**src/design/c8_pkg.sv**
```systemverilog
package c8_pkg;

  localparam int MEMORY_BYTES      = 4096;
  localparam int MEM_AW            = 12;
  localparam int STACK_DEPTH_DEF   = 16;
  localparam int PROGRAM_START_DEF = 512;
  localparam int DISP_ROWS         = 32;
  localparam int GLYPH_BYTES       = 80;

  localparam logic [11:0] FONT_RESET_BASE = 12'd80;
  localparam logic [11:0] PC_LAST         = 12'd4094;
  localparam logic [15:0] INDEX_LIMIT     = 16'h0FFF;
  localparam logic [3:0]  VF_IDX          = 4'hF;

  // item opcodes
  typedef enum logic [2:0] {
    OP_LOAD      = 3'd0,
    OP_EXECUTE   = 3'd1,
    OP_TICK      = 3'd2,
    OP_KEY       = 3'd3,
    OP_READ_DISP = 3'd4,
    OP_READ_MEM  = 3'd5
  } op_code_t;

  typedef enum logic [1:0] {
    STAT_OK        = 2'd0,
    STAT_KEY_WAIT  = 2'd1,
    STAT_OVERFLOW  = 2'd2,
    STAT_UNDERFLOW = 2'd3
  } status_t;

  // configuration register indexes
  localparam logic [1:0] CFG_SHIFT   = 2'd0;
  localparam logic [1:0] CFG_ADVANCE = 2'd1;
  localparam logic [1:0] CFG_FONT    = 2'd2;

  // instruction groups, top nibble
  localparam logic [3:0] G_SYS     = 4'h0;
  localparam logic [3:0] G_JP      = 4'h1;
  localparam logic [3:0] G_CALL    = 4'h2;
  localparam logic [3:0] G_SE_IMM  = 4'h3;
  localparam logic [3:0] G_SNE_IMM = 4'h4;
  localparam logic [3:0] G_SE_REG  = 4'h5;
  localparam logic [3:0] G_LD_IMM  = 4'h6;
  localparam logic [3:0] G_ADD_IMM = 4'h7;
  localparam logic [3:0] G_ALU     = 4'h8;
  localparam logic [3:0] G_SNE_REG = 4'h9;
  localparam logic [3:0] G_LD_I    = 4'hA;
  localparam logic [3:0] G_JP_V0   = 4'hB;
  localparam logic [3:0] G_RND     = 4'hC;
  localparam logic [3:0] G_DRW     = 4'hD;
  localparam logic [3:0] G_KEY     = 4'hE;
  localparam logic [3:0] G_MISC    = 4'hF;

  localparam logic [15:0] W_CLS = 16'h00E0;
  localparam logic [15:0] W_RET = 16'h00EE;

  localparam logic [7:0] E_SKP  = 8'h9E;
  localparam logic [7:0] E_SKNP = 8'hA1;

  localparam logic [7:0] F_LD_DT    = 8'h07;
  localparam logic [7:0] F_WAIT_KEY = 8'h0A;
  localparam logic [7:0] F_SET_DT   = 8'h15;
  localparam logic [7:0] F_SET_ST   = 8'h18;
  localparam logic [7:0] F_ADD_I    = 8'h1E;
  localparam logic [7:0] F_FONT     = 8'h29;
  localparam logic [7:0] F_BCD      = 8'h33;
  localparam logic [7:0] F_STORE    = 8'h55;
  localparam logic [7:0] F_LOAD     = 8'h65;

  // 8XYn functions
  localparam logic [3:0] ALU_MOV  = 4'h0;
  localparam logic [3:0] ALU_OR   = 4'h1;
  localparam logic [3:0] ALU_AND  = 4'h2;
  localparam logic [3:0] ALU_XOR  = 4'h3;
  localparam logic [3:0] ALU_ADD  = 4'h4;
  localparam logic [3:0] ALU_SUB  = 4'h5;
  localparam logic [3:0] ALU_SHR  = 4'h6;
  localparam logic [3:0] ALU_SUBN = 4'h7;
  localparam logic [3:0] ALU_SHL  = 4'hE;

  localparam logic [7:0] GLYPHS [GLYPH_BYTES] = '{
    8'hF0, 8'h90, 8'h90, 8'h90, 8'hF0, 8'h20, 8'h60, 8'h20, 8'h20, 8'h70,
    8'hF0, 8'h10, 8'hF0, 8'h80, 8'hF0, 8'hF0, 8'h10, 8'hF0, 8'h10, 8'hF0,
    8'h90, 8'h90, 8'hF0, 8'h10, 8'h10, 8'hF0, 8'h80, 8'hF0, 8'h10, 8'hF0,
    8'hF0, 8'h80, 8'hF0, 8'h90, 8'hF0, 8'hF0, 8'h10, 8'h20, 8'h40, 8'h40,
    8'hF0, 8'h90, 8'hF0, 8'h90, 8'hF0, 8'hF0, 8'h90, 8'hF0, 8'h10, 8'hF0,
    8'hF0, 8'h90, 8'hF0, 8'h90, 8'h90, 8'hE0, 8'h90, 8'hE0, 8'h90, 8'hE0,
    8'hF0, 8'h80, 8'h80, 8'h80, 8'hF0, 8'hE0, 8'h90, 8'h90, 8'h90, 8'hE0,
    8'hF0, 8'h80, 8'hF0, 8'h80, 8'hF0, 8'hF0, 8'h80, 8'hF0, 8'h80, 8'h80
  };

  typedef struct packed {
    logic [2:0]  opcode;
    logic [11:0] address;
    logic [7:0]  data;
    logic [7:0]  random_byte;
    logic        key_down;
    logic [3:0]  key_value;
  } in_item_t;

  typedef struct packed {
    logic [7:0]  read_data;
    logic [11:0] program_counter;
    logic [15:0] executed_word;
    logic        sound_on;
    logic [1:0]  status;
  } out_item_t;

  typedef struct packed {
    logic [1:0]  index;
    logic [11:0] value;
  } cfg_write_t;

  typedef struct packed {
    logic [7:0] res;
    logic       flag;
    logic       wr_res;
    logic       wr_flag;
  } alu_res_t;

  typedef enum logic [4:0] {
    ST_CLEAR,
    ST_IDLE,
    ST_DISPATCH,
    ST_RD_DISP,
    ST_RD_MEM,
    ST_FETCH0,
    ST_FETCH1,
    ST_FETCH2,
    ST_RD_X,
    ST_RD_Y,
    ST_RD_V0,
    ST_EXEC,
    ST_RET,
    ST_WR_FLAG,
    ST_DRAW_RD,
    ST_DRAW_WR,
    ST_BCD,
    ST_STORE_RD,
    ST_STORE_WR,
    ST_LOAD_RD,
    ST_LOAD_WR,
    ST_DONE
  } c8_state_t;

  // reset image of main memory: glyphs at the reset font base, rest zero
  function automatic logic [7:0] glyph_at(input logic [11:0] a);
    logic [11:0] off;
    off = a - FONT_RESET_BASE;
    if (a >= FONT_RESET_BASE && off < 12'(GLYPH_BYTES)) return GLYPHS[off[6:0]];
    return 8'h00;
  endfunction

  // {hundreds, tens, ones}, one nibble each
  function automatic logic [11:0] bcd_digits(input logic [7:0] v);
    logic [1:0]  h;
    logic [7:0]  sub;
    logic [6:0]  r;
    logic [14:0] p;
    logic [3:0]  t;
    logic [3:0]  o;
    h   = (v >= 8'd200) ? 2'd2 : ((v >= 8'd100) ? 2'd1 : 2'd0);
    sub = (h == 2'd2) ? 8'd200 : ((h == 2'd1) ? 8'd100 : 8'd0);
    r   = 7'(v - sub);
    p   = 15'(r) * 15'd205;
    t   = 4'(p >> 11);
    o   = 4'(r - 7'(t) * 7'd10);
    return {2'b00, h, t, o};
  endfunction

endpackage

```
**src/design/c8_alu.sv**
```systemverilog
module c8_alu (
  input  logic            [3:0] fn,
  input  logic            [7:0] a,
  input  logic            [7:0] b,
  input  logic                  shift_mode,
  output c8_pkg::alu_res_t      result
);
  import c8_pkg::*;

  logic [8:0] sum;
  logic [7:0] src;

  assign sum = {1'b0, a} + {1'b0, b};
  assign src = shift_mode ? a : b;

  always_comb begin
    result = '0;
    result.wr_res = 1'b1;
    case (fn)
      ALU_MOV: result.res = b;
      ALU_OR:  result.res = a | b;
      ALU_AND: result.res = a & b;
      ALU_XOR: result.res = a ^ b;
      ALU_ADD: begin
        result.res = sum[7:0];
        result.flag = sum[8];
        result.wr_flag = 1'b1;
      end
      ALU_SUB: begin
        result.res = a - b;
        result.flag = (a >= b);
        result.wr_flag = 1'b1;
      end
      ALU_SUBN: begin
        result.res = b - a;
        result.flag = (b >= a);
        result.wr_flag = 1'b1;
      end
      ALU_SHR: begin
        result.res = {1'b0, src[7:1]};
        result.flag = src[0];
        result.wr_flag = 1'b1;
      end
      ALU_SHL: begin
        result.res = {src[6:0], 1'b0};
        result.flag = src[7];
        result.wr_flag = 1'b1;
      end
      default: result.wr_res = 1'b0;
    endcase
  end
endmodule

```
**config.mk**
```make
export PLATFORM = sky130hd
export DESIGN_NAME = c8_alu
export DESIGN_NICKNAME = d
export VERILOG_FILES = /design/src/design/c8_pkg.sv /design/src/design/c8_alu.sv
export SDC_FILE = /design/constraint.sdc
export NUM_CORES = 1
export LEC_CHECK = 0
export BUFFER_PORTS_ARGS = -buffer_cell sky130_fd_sc_hd__clkbuf_2
export CORE_MARGIN = 3
export CORE_UTILIZATION = 60
export DETAILED_ROUTE_END_ITERATION = 8
export GPL_ROUTABILITY_DRIVEN = 0
export PLACE_DENSITY = 0.83
export SYNTH_ARGS = -nofsm -noshare
export SYNTH_HDL_FRONTEND = slang
export SYNTH_SLANG_ARGS = --single-unit
```
**constraint.sdc**
```tcl
create_clock -name vclk -period 5.1
set_input_delay 1.275 -clock vclk [all_inputs]
set_output_delay 1.275 -clock vclk [all_outputs]
set_load 0.02 [all_outputs]
```
==> summary.md <==
| Metric | Value |
|---|---|
| Crit Path Max Fanout | 6 |
| Rows | 20 |
| Register area | 0 um^2 |
| Count of cell types in the netlist | 64 |
| Sequential area share after synthesis | 0% |
| Worst min-delay path class | in2out |
| PortBufs | 32 |
| Die ar. | 4050 um^2 |
| RSZ-0062 raised after global routing | false |
| WHS Endpoint | result[3] |
| Crit-path max cell delay | 480 ps |
| Fin. Hold Viols | 0 |
| Crit end category | primary output |
| Ant. Diodes | 0 |
| Vias in the first global route | 1793 |
| Crit path max-delay family | compound AO/OA/AOI/OAI gates |
| Post-Synthesis Cells | 265 |
| Clock buffer count | 0 |
| Maxcap violations | 0 |
| HP Start | fn[3] |
| Critical Path RT | 3830 ps |
| Lkg Pwr | 1.02 nW |
| Most numerous cell on the critical path | clkbuf_2 |
| Sequential cell count | 0 |
| HPWL after DPL | 4.05 mm |
| Cell area power density | 101 nW/um^2 |
| Endpoints failing setup | 0 |
| Mapped cell area | 1990 um^2 |
| Crit path cell chain | clkbuf_2, inv_1, ha_1, o21bai_2, a21oi_2, or4b_1, a41o_1, a31oi_1, a221o_1, clkbuf_2 |
| Average cell area after synthesis | 7.52 um^2 |
| Tmin final | 4720 ps |
| Initial antenna violation count | 0 |
| WL per Instance | 15.8 um |
| Slowest-stage cell, CP | or4b_1 |
| Fin nets | 346 |
| Worst Tran Pin Value | 479 ps |
| DR DRC count | 0 |
| Hold WS | 3140 ps |
| Chip width | 63.6 um |
| Share of layout cells above drive strength 1 | 20.1% |
| Cells after DPL | 328 |
| Slew Viols, Final | 0 |
| IO Count | 32 |
| Hold Path Depth | 3 |
| DIE HEIGHT | 63.6 um |
| TNS Setup | 0 ps |
| Post-CTS setup buffers | 0 |
| Syn. warnings | 0 |
| GR Util All Layers | 25.1% |
| Grt total ovfl | 0 |
| CP Class | in2out |
| Core box area | 3100 um^2 |
| DRT antenna net count | 0 |
| Status | finished, final reports clean |
| Crit start category | primary input |
| F_max | 212 MHz |
| Area Overhead vs Synth | 5.15% |
| Fin area | 2090 um^2 |
| Final WL | 5.19 mm |
| Buf+Inv Stages, Crit Path | 3 |
| Routed vias | 2054 |
| Largest net degree at the start of global routing | 23 |
| Fillcell total | 312 |
| Hold_buf cts | 0 |
| DR pass1 iterations | 5 |
| Worst slew margin relative to its limit | 67.2% |
| Via density | 6.26 |
| Worst path arrival time | 3440 ps |
| Crit share post-route | 92.5% |
| Cell Area, Placed | 2090 um^2 |
| Initial Utilization | 64.2% |
| Initial DRC count | 231 |
| Cts repair resizes | 0 |
| IR drop worst, VDD | 54.7 uV |
| Syn nets | 325 |
| First-pass GRT wire length | 8.45 mm |
| Final Power | 0.000212 W |
| Finished Layout Cells | 328 |
-- final cells by class --
| cell class | instances | area [um^2] | share of cell area [%] |
|---|---|---|---|
| Inverter | 29 | 109 | 5.20 |
| Timing Repair Buffer | 34 | 175 | 8.36 |
| Multi-Input combinational cell | 221 | 1760 | 83.8 |
| Tap cell | 44 | 55.1 | 2.63 |
-- tightest hold or removal path: stages --
cell and delay [ps]:
clkbuf_2 350, nor2_1 100, clkbuf_2 140
-- stage by stage --
stage / setup slack, ps / util (%)
detailed placement: 410 / 67.5
global placement: 471 / 67.5
CTS: 418 / 67.5
floorplan: 816 / -
finish: 382 / 67.5
global route: 295 / 67.5
-- cells by family (layout without fill, tap and decap cells) --
family | after synthesis | count (layout) | share of synthesized area [%]
AO/OA/AOI/OAI | 79 | 79 | 27.3
AND/OR/NAND/NOR | 78 | 78 | 19.5
buffers and inverters | 44 | 63 | 11.9
adder cells (fa/ha/maj) | 39 | 39 | 25.6
multiplexers | 20 | 20 | 13.4
XOR/XNOR | 5 | 5 | 2.20
-- where the power goes --
group          internal, W  switching (W)  total [W]
logic            0.0000852       0.000127   0.000212
clock network            0              0          0
registers                0              0          0
-- cell usage after synthesis, types with 3 or more instances --
cell	number	area share, %
nor2_1	17	3.2
inv_1	26	4.9
a21oi_1	13	3.3
xnor2_1	4	1.8
buf_6	3	1.7
buf_2	4	1.0
mux2i_1	11	5.5
o21ai_0	18	4.5
nand3_1	3	0.75
ha_1	36	23
nor3b_1	3	1.1
o21ai_1	4	1.0
nor2b_1	6	1.9
nand4_1	3	0.94
fa_1	3	3.0
o22ai_1	5	1.6
inv_2	3	0.57
a32oi_1	3	1.3
nand2_1	23	4.3
clkbuf_8	4	2.8
nor3_1	8	2.0
mux4_2	5	5.7
mux2_2	4	2.3
a31oi_1	3	0.94
-- worst max-delay path by stage --
stage / startpoint / endpoint / slack (ps) / depth (start not counted)
after floorplan: a[1] / result[8] / 820 / 8
after global placement: a[1] / result[8] / 470 / 10
after detailed placement: a[1] / result[8] / 410 / 10
after CTS: a[1] / result[8] / 420 / 10
after global routing: b[1] / result[8] / 290 / 10
final: a[1] / result[8] / 380 / 10
-- placed cells by master (no fill, tap or decap), types with 3 or more instances in the layout --
cell,instances
nand4_1,3
o21ai_1,4
nor3b_1,3
mux2_2,4
fa_1,3
nor3_1,8
o22ai_1,5
mux2i_1,11
inv_1,26
a31oi_1,3
clkbuf_2,32
a32oi_1,3
o21ai_0,18
ha_1,36
nand2_1,23
mux4_2,5
inv_2,3
a21oi_1,13
nor2_1,17
nor2b_1,6
nand3_1,3
xnor2_1,4
-- routing by layer --
layer  up-vias  share of wire, %  GRT usage [%]
li1        998                 -              -
met1       929                44           35.6
met2       110                45           42.4
met3        17               8.6           1.78
met4         0               1.9           3.23
met5         -                 0              0
No activity file was read; power rests on OpenSTA's default activity.
